==> src/design/mlc_pkg.sv <==
// Shared types, constants and format decode for the mip level layout calculator.
// Used by mlc_mul, mlc_seq, mip_level_layout_calc and mlc_chk. No dependencies.
`timescale 1ns / 1ps

package mlc_pkg;

    localparam int MAX_DIM_DEF      = 16384;
    localparam int FORMAT_COUNT_DEF = 79;
    localparam int KNOWN_FORMATS    = 79;

    // Ceiling division by the block size uses an exact reciprocal multiply.
    localparam int RECIP_SHIFT = 20;
    localparam int RECIP_W     = RECIP_SHIFT + 1;
    localparam int DIM_W       = 15;
    localparam int X_W         = DIM_W + 1;
    localparam int PITCH_W     = 20;
    localparam int MUL_A_W     = RECIP_W;
    localparam int MUL_B_W     = PITCH_W;
    localparam int PROD_W      = MUL_A_W + MUL_B_W;
    localparam int SIZE_W      = PITCH_W + DIM_W;
    localparam int OFS_W       = 33;
    localparam int BLK_W       = 4;
    localparam int BYTES_W     = 5;

    typedef struct packed {
        logic [6:0]       format_index;
        logic [DIM_W-1:0] base_width;
        logic [DIM_W-1:0] base_height;
        logic [3:0]       mip_index;
    } req_t;

    typedef struct packed {
        logic [OFS_W-1:0] level_offset;
        logic [18:0]      row_pitch;
        logic [DIM_W-1:0] row_count;
        logic [OFS_W-1:0] level_size;
        logic             bad_format;
    } rsp_t;

    typedef struct packed {
        logic [BYTES_W-1:0] bytes;
        logic [BLK_W-1:0]   bw;
        logic [BLK_W-1:0]   bh;
    } fmt_info_t;

    typedef struct packed {
        logic busy;
        logic done;
    } seq_ctrl_t;

    function automatic logic [BYTES_W-1:0] fmt_bytes(input logic [6:0] fmt);
        logic [BYTES_W-1:0] b;
        b = '0;
        unique case (fmt) inside
            [7'd1:7'd3]:                   b = 5'd16;
            [7'd4:7'd6], [7'd10:7'd12]:    b = 5'd8;
            [7'd7:7'd9]:                   b = 5'd12;
            [7'd13:7'd18], [7'd22:7'd25]:  b = 5'd4;
            [7'd19:7'd21], 7'd26, 7'd30:   b = 5'd2;
            7'd27:                         b = 5'd1;
            7'd28, 7'd29:                  b = 5'd4;
            7'd31, 7'd32, 7'd37, 7'd38:    b = 5'd8;
            [7'd33:7'd36], [7'd39:7'd72]:  b = 5'd16;
            [7'd73:7'd75], 7'd77, 7'd78:   b = 5'd4;
            7'd76:                         b = 5'd8;
            default:                       b = 5'd0;
        endcase
        return b;
    endfunction

    function automatic fmt_info_t fmt_decode(input logic [6:0] fmt);
        fmt_info_t f;
        f.bytes = fmt_bytes(fmt);
        f.bw    = 4'd1;
        f.bh    = 4'd1;
        unique case (fmt) inside
            [7'd31:7'd46]: begin f.bw = 4'd4;  f.bh = 4'd4;  end
            7'd47, 7'd48:  begin f.bw = 4'd5;  f.bh = 4'd4;  end
            7'd49, 7'd50:  begin f.bw = 4'd5;  f.bh = 4'd5;  end
            7'd51, 7'd52:  begin f.bw = 4'd6;  f.bh = 4'd5;  end
            7'd53, 7'd54:  begin f.bw = 4'd6;  f.bh = 4'd6;  end
            7'd55, 7'd56:  begin f.bw = 4'd8;  f.bh = 4'd5;  end
            7'd57, 7'd58:  begin f.bw = 4'd8;  f.bh = 4'd6;  end
            7'd59, 7'd60:  begin f.bw = 4'd8;  f.bh = 4'd8;  end
            7'd61, 7'd62:  begin f.bw = 4'd10; f.bh = 4'd5;  end
            7'd63, 7'd64:  begin f.bw = 4'd10; f.bh = 4'd6;  end
            7'd65, 7'd66:  begin f.bw = 4'd10; f.bh = 4'd8;  end
            7'd67, 7'd68:  begin f.bw = 4'd10; f.bh = 4'd10; end
            7'd69, 7'd70:  begin f.bw = 4'd12; f.bh = 4'd10; end
            7'd71, 7'd72:  begin f.bw = 4'd12; f.bh = 4'd12; end
            default:       begin f.bw = 4'd1;  f.bh = 4'd1;  end
        endcase
        return f;
    endfunction

    // ceil(2^RECIP_SHIFT / d); exact floor quotient for any 16-bit dividend
    function automatic logic [RECIP_W-1:0] blk_recip(input logic [BLK_W-1:0] d);
        logic [RECIP_W-1:0] r;
        unique case (d)
            4'd4:    r = 21'd262144;
            4'd5:    r = 21'd209716;
            4'd6:    r = 21'd174763;
            4'd8:    r = 21'd131072;
            4'd10:   r = 21'd104858;
            4'd12:   r = 21'd87382;
            default: r = 21'd1048576;
        endcase
        return r;
    endfunction

endpackage

==> src/design/mlc_mul.sv <==
// Shared multiplier with a registered product.
// Depends on mlc_pkg for operand widths.
`timescale 1ns / 1ps

module mlc_mul (
    input  logic                        clk,
    input  logic                        en,
    input  logic [mlc_pkg::MUL_A_W-1:0] a,
    input  logic [mlc_pkg::MUL_B_W-1:0] b,
    output logic [mlc_pkg::PROD_W-1:0]  prod
);
    import mlc_pkg::*;

    logic [PROD_W-1:0] prod_reg;

    always_ff @(posedge clk)
    begin
        if (en)
        begin
            prod_reg <= PROD_W'(a) * PROD_W'(b);
        end
    end

    assign prod = prod_reg;

endmodule

==> src/design/mlc_seq.sv <==
// Sequencer that walks the mip chain, one level per five-step pass over the
// shared multiplier. Depends on mlc_pkg and drives an mlc_mul instance.
`timescale 1ns / 1ps

module mlc_seq #(
    parameter int MAX_DIM      = mlc_pkg::MAX_DIM_DEF,
    parameter int FORMAT_COUNT = mlc_pkg::FORMAT_COUNT_DEF
) (
    input  logic                        clk,
    input  logic                        rst_n,
    input  logic                        start,
    input  mlc_pkg::req_t               item,
    input  logic                        out_free,
    input  logic [mlc_pkg::PROD_W-1:0]  prod,
    output logic                        mul_en,
    output logic [mlc_pkg::MUL_A_W-1:0] mul_a,
    output logic [mlc_pkg::MUL_B_W-1:0] mul_b,
    output mlc_pkg::rsp_t               result,
    output mlc_pkg::seq_ctrl_t          ctrl
);
    import mlc_pkg::*;

    typedef enum logic [6:0] {
        S_IDLE = 7'b0000001,
        S_W    = 7'b0000010,
        S_H    = 7'b0000100,
        S_P    = 7'b0001000,
        S_S    = 7'b0010000,
        S_A    = 7'b0100000,
        S_DONE = 7'b1000000
    } state_t;

    state_t state_reg, state_next;

    logic [DIM_W-1:0]   w_reg, h_reg;
    logic [BLK_W-1:0]   bw_reg, bh_reg;
    logic [BYTES_W-1:0] bytes_reg;
    logic [3:0]         mip_reg, lvl_reg;
    logic [DIM_W-1:0]   ew_reg, eh_reg;
    logic [PITCH_W-1:0] pitch_reg;
    logic [SIZE_W-1:0]  size_reg;
    logic [OFS_W-1:0]   offset_reg;
    logic               bad_reg;

    fmt_info_t        fi;
    logic             fmt_bad;
    logic [DIM_W-1:0] w_in, h_in;
    logic [DIM_W-1:0] w_half, h_half;
    logic [X_W-1:0]   xw, xh;

    function automatic logic [DIM_W-1:0] clamp_dim(input logic [DIM_W-1:0] v);
        logic [DIM_W-1:0] r;
        r = v;
        if (v == '0)
        begin
            r = DIM_W'(1);
        end
        else if ({2'b00, v} > 17'(MAX_DIM))
        begin
            r = DIM_W'(MAX_DIM);
        end
        return r;
    endfunction

    assign fi      = fmt_decode(item.format_index);
    assign fmt_bad = ({1'b0, item.format_index} >= 8'(FORMAT_COUNT))
                  || ({1'b0, item.format_index} >= 8'(KNOWN_FORMATS));
    assign w_in    = clamp_dim(item.base_width);
    assign h_in    = clamp_dim(item.base_height);

    // halve with a floor of one
    assign w_half = (w_reg[DIM_W-1:1] == '0) ? DIM_W'(1) : {1'b0, w_reg[DIM_W-1:1]};
    assign h_half = (h_reg[DIM_W-1:1] == '0) ? DIM_W'(1) : {1'b0, h_reg[DIM_W-1:1]};

    assign xw = X_W'(w_reg) + X_W'(bw_reg) - X_W'(1);
    assign xh = X_W'(h_reg) + X_W'(bh_reg) - X_W'(1);

    always_comb
    begin
        state_next = state_reg;
        mul_en     = 1'b0;
        mul_a      = '0;
        mul_b      = '0;
        unique case (state_reg)
            S_IDLE:
            begin
                if (start)
                begin
                    state_next = fmt_bad ? S_DONE : S_W;
                end
            end
            S_W:
            begin
                mul_en     = 1'b1;
                mul_a      = blk_recip(bw_reg);
                mul_b      = MUL_B_W'(xw);
                state_next = S_H;
            end
            S_H:
            begin
                mul_en     = 1'b1;
                mul_a      = blk_recip(bh_reg);
                mul_b      = MUL_B_W'(xh);
                state_next = S_P;
            end
            S_P:
            begin
                mul_en     = 1'b1;
                mul_a      = MUL_A_W'(bytes_reg);
                mul_b      = MUL_B_W'(ew_reg);
                state_next = S_S;
            end
            S_S:
            begin
                // pitch is still in the product register
                mul_en     = 1'b1;
                mul_a      = MUL_A_W'(eh_reg);
                mul_b      = prod[PITCH_W-1:0];
                state_next = S_A;
            end
            S_A:
            begin
                state_next = (lvl_reg == mip_reg) ? S_DONE : S_W;
            end
            S_DONE:
            begin
                if (out_free)
                begin
                    state_next = S_IDLE;
                end
            end
            default:
            begin
                state_next = S_IDLE;
            end
        endcase
    end

    always_ff @(posedge clk or negedge rst_n)
    begin
        if (!rst_n)
        begin
            state_reg <= S_IDLE;
        end
        else
        begin
            state_reg <= state_next;
        end
    end

    always_ff @(posedge clk)
    begin
        unique case (state_reg)
            S_IDLE:
            begin
                if (start)
                begin
                    w_reg      <= w_in;
                    h_reg      <= h_in;
                    bw_reg     <= fi.bw;
                    bh_reg     <= fi.bh;
                    bytes_reg  <= fi.bytes;
                    mip_reg    <= item.mip_index;
                    lvl_reg    <= '0;
                    offset_reg <= '0;
                    bad_reg    <= fmt_bad;
                    ew_reg     <= '0;
                    eh_reg     <= '0;
                    pitch_reg  <= '0;
                    size_reg   <= '0;
                end
            end
            S_H:
            begin
                ew_reg <= prod[RECIP_SHIFT +: DIM_W];
            end
            S_P:
            begin
                eh_reg <= prod[RECIP_SHIFT +: DIM_W];
            end
            S_S:
            begin
                pitch_reg <= prod[PITCH_W-1:0];
            end
            S_A:
            begin
                size_reg <= prod[SIZE_W-1:0];
                if (lvl_reg != mip_reg)
                begin
                    offset_reg <= offset_reg + prod[OFS_W-1:0];
                    w_reg      <= w_half;
                    h_reg      <= h_half;
                    lvl_reg    <= lvl_reg + 4'd1;
                end
            end
            default:
            begin
            end
        endcase
    end

    assign result.level_offset = offset_reg;
    assign result.row_pitch    = pitch_reg[18:0];
    assign result.row_count    = eh_reg;
    assign result.level_size   = size_reg[OFS_W-1:0];
    assign result.bad_format   = bad_reg;

    assign ctrl.busy = (state_reg != S_IDLE);
    assign ctrl.done = (state_reg == S_DONE);

endmodule

==> src/design/mip_level_layout_calc.sv <==
// Mip level layout calculator: one request in, one layout beat out.
// A request walks the mip chain up to mip_index through the single shared multiplier,
// used four times per mip level; a bad format skips the walk. No new request is taken
// until the result has left the sequencer. The sequencer holds the finished result
// while the output beat is stalled.
// Reset (rst_n, async, active low) clears the sequencer and the output valid.
`timescale 1ns / 1ps

module mip_level_layout_calc #(
    parameter int MAX_DIM      = mlc_pkg::MAX_DIM_DEF,
    parameter int FORMAT_COUNT = mlc_pkg::FORMAT_COUNT_DEF
) (
    input  logic          clk,
    input  logic          rst_n,
    input  logic          req_valid,
    output logic          req_stall,
    input  mlc_pkg::req_t req_data,
    output logic          rsp_valid,
    input  logic          rsp_stall,
    output mlc_pkg::rsp_t rsp_data
);
    import mlc_pkg::*;

    logic               start;
    logic               out_free;
    logic               mul_en;
    logic [MUL_A_W-1:0] mul_a;
    logic [MUL_B_W-1:0] mul_b;
    logic [PROD_W-1:0]  prod;
    rsp_t               result;
    seq_ctrl_t          ctrl;

    logic rsp_valid_reg;
    rsp_t rsp_data_reg;

    assign req_stall = ctrl.busy;
    assign start     = req_valid && !ctrl.busy;
    assign out_free  = !rsp_valid_reg || !rsp_stall;

    mlc_mul u_mul (
        .clk  (clk),
        .en   (mul_en),
        .a    (mul_a),
        .b    (mul_b),
        .prod (prod)
    );

    mlc_seq #(
        .MAX_DIM      (MAX_DIM),
        .FORMAT_COUNT (FORMAT_COUNT)
    ) u_seq (
        .clk      (clk),
        .rst_n    (rst_n),
        .start    (start),
        .item     (req_data),
        .out_free (out_free),
        .prod     (prod),
        .mul_en   (mul_en),
        .mul_a    (mul_a),
        .mul_b    (mul_b),
        .result   (result),
        .ctrl     (ctrl)
    );

    // Output register: load when finished and the slot is free, drop once taken.
    always_ff @(posedge clk or negedge rst_n)
    begin
        if (!rst_n)
        begin
            rsp_valid_reg <= 1'b0;
        end
        else if (ctrl.done && out_free)
        begin
            rsp_valid_reg <= 1'b1;
        end
        else if (!rsp_stall)
        begin
            rsp_valid_reg <= 1'b0;
        end
    end

    always_ff @(posedge clk)
    begin
        if (ctrl.done && out_free)
        begin
            rsp_data_reg <= result;
        end
    end

    assign rsp_valid = rsp_valid_reg;
    assign rsp_data  = rsp_data_reg;

endmodule

==> config.mk <==
export PLATFORM = sky130hd
export DESIGN_NAME = mip_level_layout_calc
export DESIGN_NICKNAME = d
export VERILOG_FILES = /design/src/design/mlc_pkg.sv /design/src/design/mlc_mul.sv /design/src/design/mlc_seq.sv /design/src/design/mip_level_layout_calc.sv
export SDC_FILE = /design/constraint.sdc
export NUM_CORES = 1
export LEC_CHECK = 0
export BUFFER_PORTS_ARGS = -buffer_cell sky130_fd_sc_hd__buf_2
export CAP_MARGIN = 10
export CORE_MARGIN = 1.5
export CORE_UTILIZATION = 57
export DETAILED_ROUTE_END_ITERATION = 16
export MAX_ROUTING_LAYER = met4
export PLACE_DENSITY = 0.8
export SLEW_MARGIN = 20
export SYNTH_ARGS = -nofsm -noshare
export SYNTH_HDL_FRONTEND = slang
export SYNTH_SLANG_ARGS = --single-unit
==> constraint.sdc <==
create_clock -name clk -period 9.05 [get_ports clk]
set_input_delay 0.905 -clock clk [delete_from_list [all_inputs] [get_ports clk]]
set_output_delay 0.905 -clock clk [all_outputs]
set_load 0.005 [all_outputs]
Word level (Yosys, flattened, before mapping)
Cells that the tools add are included.
{"block": "word_totals", "register_bits": 311, "latch_bits": 0, "mem_bits_rw": 0, "romBits": 0, "out_inout_bits": 103, "word_cells": 206, "mem_count": 0}
{"block": "classes", "n_addsub": 6, "multipliers": 1, "div": 0, "order_cmp": 25, "n_eq_ne": 64, "shifts": 0, "n_mux": 39, "bitwise": 0, "n_reduce_logical": 50}
{"op": "21-bit one-hot mux with 6 select lines", "n": 2}
{"op": "7-bit by 6-bit == test with 1-bit output (second input constant)", "n": 21}
{"op": "15-bit two-way mux", "n": 9}
{"op": "33-bit one-hot mux with 2 select lines", "n": 2}
{"op": "15-bit one-hot mux with 2 select lines", "n": 4}
{"op": "8-bit one-hot mux with 14 select lines", "n": 1}
{"op": "33-bit two-way mux", "n": 3}
{"op": "7-bit == test (second input constant)", "n": 13}
{"op": "21-bit one-hot mux with 4 select lines", "n": 1}
{"op": "20-bit one-hot mux with 4 select lines", "n": 1}
{"op": "7-bit by 5-bit == test with 1-bit output (second input constant)", "n": 7}
{"op": "7-bit one-hot mux with 7 select lines", "n": 1}
{"op": "19-bit one-hot mux with 2 select lines", "n": 1}
{"op": "21-bit by 20-bit multiplier with 35-bit output", "n": 1}
{"op": "33-bit adder", "n": 1}
{"op": "15-bit by 4-bit adder with 16-bit output", "n": 2}
{"op": "16-bit by 1-bit subtractor with 16-bit output (second input constant)", "n": 2}
{"op": "15-bit > comparator (second input constant)", "n": 2}
{"op": "15-bit zero test", "n": 2}
{"op": "5-bit one-hot mux with 6 select lines", "n": 1}
{"op": "14-bit zero test", "n": 2}
{"op": "14-bit two-way mux", "n": 2}
{"op": "7-bit two-way mux", "n": 4}
{"op": "2-bit OR reduction", "n": 13}
{"op": "other kinds (37)", "n": 87}

Logic depth before layout (Yosys ltp)
{"block": "logic_depth", "ltp_word": 5, "ltp_mapped": 39, "depth_no_buf": 38}

By module
A second synthesis with hierarchy kept.
{"block": "hier_totals", "cells_unflattened": 2893, "area_unflattened_um2": 29716.0}
{"mod": "mlc_mul", "instances": 1, "cells_per_inst": 1649, "area_per_inst_um2": 15253.4, "seq_area_each_um2": 1231.2}
{"mod": "mlc_seq", "instances": 1, "cells_per_inst": 1138, "area_per_inst_um2": 11375.9, "seq_area_each_um2": 5191.2}
{"mod": "mip_level_layout_calc", "instances": 1, "cells_per_inst": 106, "area_per_inst_um2": 3086.7, "seq_area_each_um2": 3057.9}

Worst setup path before layout
No wires, ideal clock.
{"block": "synth_path", "path_type": "register to register", "from": "register u_seq.bw_reg[1]", "to": "register u_mul.prod_reg[27] (netlist: u_mul.prod[27]), data pin", "setup_time_ps": 259, "arrival_ps": 8649, "path_slack_ps": 142, "path_stages_with_launch": 35, "n_path_buf": 1, "period_less_slack_ps": 8908, "cell_sequence": "edfxtp_1 inv_1 ha_1 inv_1 ha_1 fa_1 a21o_1 a21oi_1 o21ai_0 a21oi_1 nor3_1 a2111oi_2 clkbuf_1 nor2_1 fa_1 inv_1 fa_1 fa_1 inv_1 fa_1 fa_1 fa_1 inv_1 fa_1 inv_1 ha_1 a21oi_1 o21ai_0 nand2_1 nand2_1 a21oi_1 o211ai_1 a21boi_0 o21ai_0 xnor2_1"}
{"block": "synth_via", "elab_chain_cells": 4}
{"element": "from (decl)", "line_no": "mlc_seq.sv:36", "source": "logic [BLK_W-1:0] bw_reg, bh_reg;"}
{"element": "from (signal assigned)", "line_no": "mlc_seq.sv:160", "source": "bw_reg <= fi.bw;"}
{"element": "15-bit by 4-bit adder with 16-bit output (tied with other cells)", "line_no": "mlc_seq.sv:75", "source": "assign xw = X_W'(w_reg) + X_W'(bw_reg) - X_W'(1);"}
{"element": "16-bit by 1-bit subtractor with 16-bit output or 21-bit one-hot mux with 6 select lines (tied branches)", "line_no": "mlc_seq.sv:75, mlc_pkg.sv:99"}
{"element": "20-bit one-hot mux with 4 select lines or 21-bit one-hot mux with 4 select lines (tied branches)", "line_no": "mlc_seq.sv:84", "source": "unique case (state_reg)"}
{"element": "21-bit by 20-bit multiplier with 35-bit output *", "line_no": "mlc_mul.sv:20", "source": "prod_reg <= PROD_W'(a) * PROD_W'(b);"}
{"element": "to (signal assigned)", "line_no": "mlc_mul.sv:20"}
{"element": "to (decl)", "line_no": "mlc_mul.sv:14", "source": "logic [PROD_W-1:0] prod_reg;"}
Every way passes the cells marked *; elsewhere a longest branch is shown, timed or not.
A chain may end at the register's enable or synchronous reset.

Worst setup path in the final report
{"block": "layout_path", "from": "register u_seq.bh_reg[2]", "to": "register u_mul.prod_reg[34] (netlist: u_mul.prod[34]), data pin"}
{"block": "layout_via", "elab_chain_cells": 4}
{"element": "from (decl)", "line_no": "mlc_seq.sv:36"}
{"element": "from (signal assigned)", "line_no": "mlc_seq.sv:161", "source": "bh_reg <= fi.bh;"}
{"element": "15-bit by 4-bit adder with 16-bit output (tied with other cells)", "line_no": "mlc_seq.sv:76", "source": "assign xh = X_W'(h_reg) + X_W'(bh_reg) - X_W'(1);"}
{"element": "16-bit by 1-bit subtractor with 16-bit output or 21-bit one-hot mux with 6 select lines (tied branches)", "line_no": "mlc_seq.sv:76, mlc_pkg.sv:99"}
{"element": "20-bit one-hot mux with 4 select lines or 21-bit one-hot mux with 4 select lines (tied branches)", "line_no": "mlc_seq.sv:84"}
{"element": "21-bit by 20-bit multiplier with 35-bit output *", "line_no": "mlc_mul.sv:20"}
Marks and branches as above.

==> metrics.yaml <==
place:
  gp_congestion: 1.044
  pre_cts_ws_ps: -232.5
  port_buffers: 147
  placed_area_um2: 30100
  hpwlAfterDp_um: 62660
layout:
  final_core_util: 0.6669
  layout-drive-gt1-share: 0.1735
  final_cell_area_um2: 31710
  fillers: 3646
  nets: 3499
  largest_reg_flops: 101
  synthToLayoutAreaGrowth_pct: 15.83
die:
  row_count: 80
  die_w_um: 222.1
  pin_count: 148
  core_area_um2: 47550
  die_area_um2: 49350
  initial_core_util: 0.5757
  die_h_um: 222.1
cts:
  cts.clk_slew.worst_paths_ps: 70
  cts_root_buf: "clkbuf_16"
  cts_tree: "yes"
  postCtsHoldBufs: 0
  cts_inserted_buffers: 30
  clk_path_buf_depth: 3
  cts.sink_count: 311
  clk_latency_ps: 600
  htreeDepth: 1
drt:
  firstDrtPassIters: 5
  wl_um: 78710
  drtIter0Drc: 1806
  antenna_left: 0
  drc_errors: 0
  wire_per_inst_um: 21.99
  vias_per_cell: 5.796
  vias: 20750
run:
  maxCapViolCount: 0
grt:
  grt_pass1_vias: 21860
  track_usage: 0.3373
  gr-total-overflow: 0
  grt_first_pass_wirelength_um: 123000
  antenna_found_initial: 4
  grt_max_degree: 79
logic_synthesis:
  syn_area_um2: 27370
  synthFlopType: "edfxtp_1"
  syn_inst: 2647
  ys_warn_count: 0
  yosysSeqAreaShare: 0.3397
  yosys-top-cells-area: "edfxtp_1 (33%), fa_1 (23%), ha_1 (9.3%)"
  synth.distinct_cells: 86
  yosysTopAreaCell: "edfxtp_1"
  async_flop_share: 0.02572
  synth_area_per_cell_um2: 10.34
  synth_edf_count: 303
  synth_top_cell_area_share: 0.3324
  synth.ff_latch_count: 311
setup_path:
  required_ps: 9400
  r2r_setup_slack_ps: 260
  max_stage_delay_ps: 560
  critPathKind: "reg -> reg"
  r2r-start: "u_seq.bh_reg[2]"
  r2r-end: "u_mul.prod[34]"
  cp_max_fo: 5
  rr_worst_depth: 32
  crit_path_end_kind: "register"
  crit_slowest_cell: "fa_1"
  arrival_ps: 9140
  crit_path_frequent_cell: "fa_1"
  startpoint_type: "register"
sta:
  period_needed_ps: 8792
  finalMaxSlewViolations: 0
  fin_crit_sh: 0.9715
  timing.setup.tns_ps: 0
  worst_slack_ps: 258.1
  worstMarginPinSlew_ps: 1128
  max_clock_freq_ghz: 0.1137
  hold_viol_final: 0
  setup_viol: 0
  slew-limit-headroom: 0.2479
  timing.hold.ws_ps: 145.2
  skew_ps: 30.24
hold_path:
  hold_class: "in -> async"
outcome:
  status: "finished, final reports clean"
power_and_ir_drop:
  power.leakage_nw: 14.39
  pwr_density_cell_nw_per_um2: 174.3
  peakVddDrop_mv: 0.1797
-- how the worst max path moves through the flow --
| stage | from | end | slack [ps] | cells past startpoint |
|---|---|---|---|---|
| detailed placement | u_seq.bh_reg[1] | u_mul.prod[34] | -230 | 35 |
| CTS | u_seq.bh_reg[2] | u_mul.prod[34] | 10 | 33 |
| finish | u_seq.bh_reg[2] | u_mul.prod[34] | 260 | 32 |
| global route | u_seq.w_reg[1] | u_mul.prod[34] | -40 | 39 |
| floorplan | u_seq.bw_reg[1] | u_mul.prod[27] | 140 | 34 |
| global placement | u_seq.bh_reg[1] | u_mul.prod[27] | -50 | 37 |
-- metrics by stage --
stage / cells / total power, mW
floorplan: 2651 / 3.304
global placement: 3507 / 3.993
detailed placement: 3507 / 4.041
CTS: 3566 / 5.384
global route: 3578 / 5.772
finish: 3580 / 5.525
-- synthesized netlist by cell type (6+ instances only) --
| cell type | count |
|---|---|
| inv_1 | 457 |
| fa_1 | 313 |
| edfxtp_1 | 303 |
| nand2_1 | 260 |
| nor2_1 | 246 |
| ha_1 | 203 |
| a21oi_1 | 111 |
| and2_1 | 94 |
| clkbuf_1 | 66 |
| xnor2_1 | 66 |
| o21ai_0 | 60 |
| a21o_1 | 41 |
| nand2b_1 | 32 |
| xor2_1 | 31 |
| nor3_1 | 24 |
| buf_2 | 23 |
| a22o_1 | 22 |
| nor2b_1 | 22 |
| o21bai_1 | 21 |
| nand3_1 | 18 |
| and3_1 | 15 |
| nor4_1 | 14 |
| o21a_1 | 14 |
| nand4_1 | 12 |
| a221oi_1 | 11 |
| a211oi_1 | 10 |
| nand2_2 | 10 |
| o22ai_1 | 10 |
| or3_1 | 8 |
| dfrtp_1 | 7 |
| a2111oi_0 | 6 |
| a22oi_1 | 6 |
| a31oi_1 | 6 |
| o211ai_1 | 6 |
| or2_2 | 6 |
-- kinds of logic (layout without fill, tap and decap cells) --
family | Yosys count | in the layout | synth area share
xor+xnor | 97 | 97 | 0.03104
compound gates | 378 | 378 | 0.09448
flops | 311 | 311 | 0.3397
buf+inv | 555 | 866 | 0.07811
mux | 3 | 3 | 0.001097
simple gates | 784 | 784 | 0.1332
other cells | 2 | 9 | 0.0002744
fa+ha+maj | 517 | 517 | 0.3221
-- layout by cell type, fill, tap and decap left out, types with 11 or more instances in the layout --
cell and n:
fa_1 308, o21ai_0 49, o21bai_1 20, xnor2_1 61, a21oi_2 20, clkbuf_16 32, buf_2 147, inv_1 452
nand2b_1 30, buf_4 184, edfxtp_1 303, nand2_1 259, nand2_2 11, a21oi_1 90, a21o_1 41, nand3_1 17
ha_1 193, nand4_1 12, nor2b_1 21, nor3_1 23, a22o_1 22, nor2_1 242, and3_1 13, and2_1 94
o21a_1 14, xor2_1 31, nor4_1 14
-- per-layer routing --
metal / routed length (µm) / vias up / track usage / part of all wire
met5: 0 / - / - / 0
met4: 5629 / 0 / 0.1949 / 0.072
met3: 6331 / 282 / 0.04744 / 0.080
met2: 37160 / 984 / 0.5416 / 0.47
met1: 29590 / 10250 / 0.4103 / 0.38
li1: - / 9235 / - / -
-- power by group --
part	internal (mW)	total [mW]	switching, mW
sequential	2.00	2.22	0.219
clock	0.768	1.32	0.552
combinational	0.767	1.99	1.22
-- what timing repair did --
action                                  in CTS  in global routing
gates resized for setup                     11                 93
endpoints found under the setup margin      10                 18
pin swaps                                    3                 46
buffers inserted                             3                  8
cloned                                       0                  2
-- layout make-up --
class                      count  area, µm²  area share
multi-input combinational   1785      16390      0.5170
sequential                   311       9300      0.2933
timing repair buffer         353       2471     0.07793
inverter                     457       1719     0.05422
clock buffer                  38      790.8     0.02494
tap                          615      769.5     0.02427
clock inverter                18      255.2    0.008050
antenna                        3      7.507   0.0002368
-- critical path, delay by kind of cell, from the launching register on --
family          cells  cell delay [ps]
fa+ha+maj          10             4180
compound gates      9             1950
simple gates        4              940
buf+inv             6              690
flops               1              400
xor+xnor            3              400
Note: power is estimated with default switching activity, not from simulation.
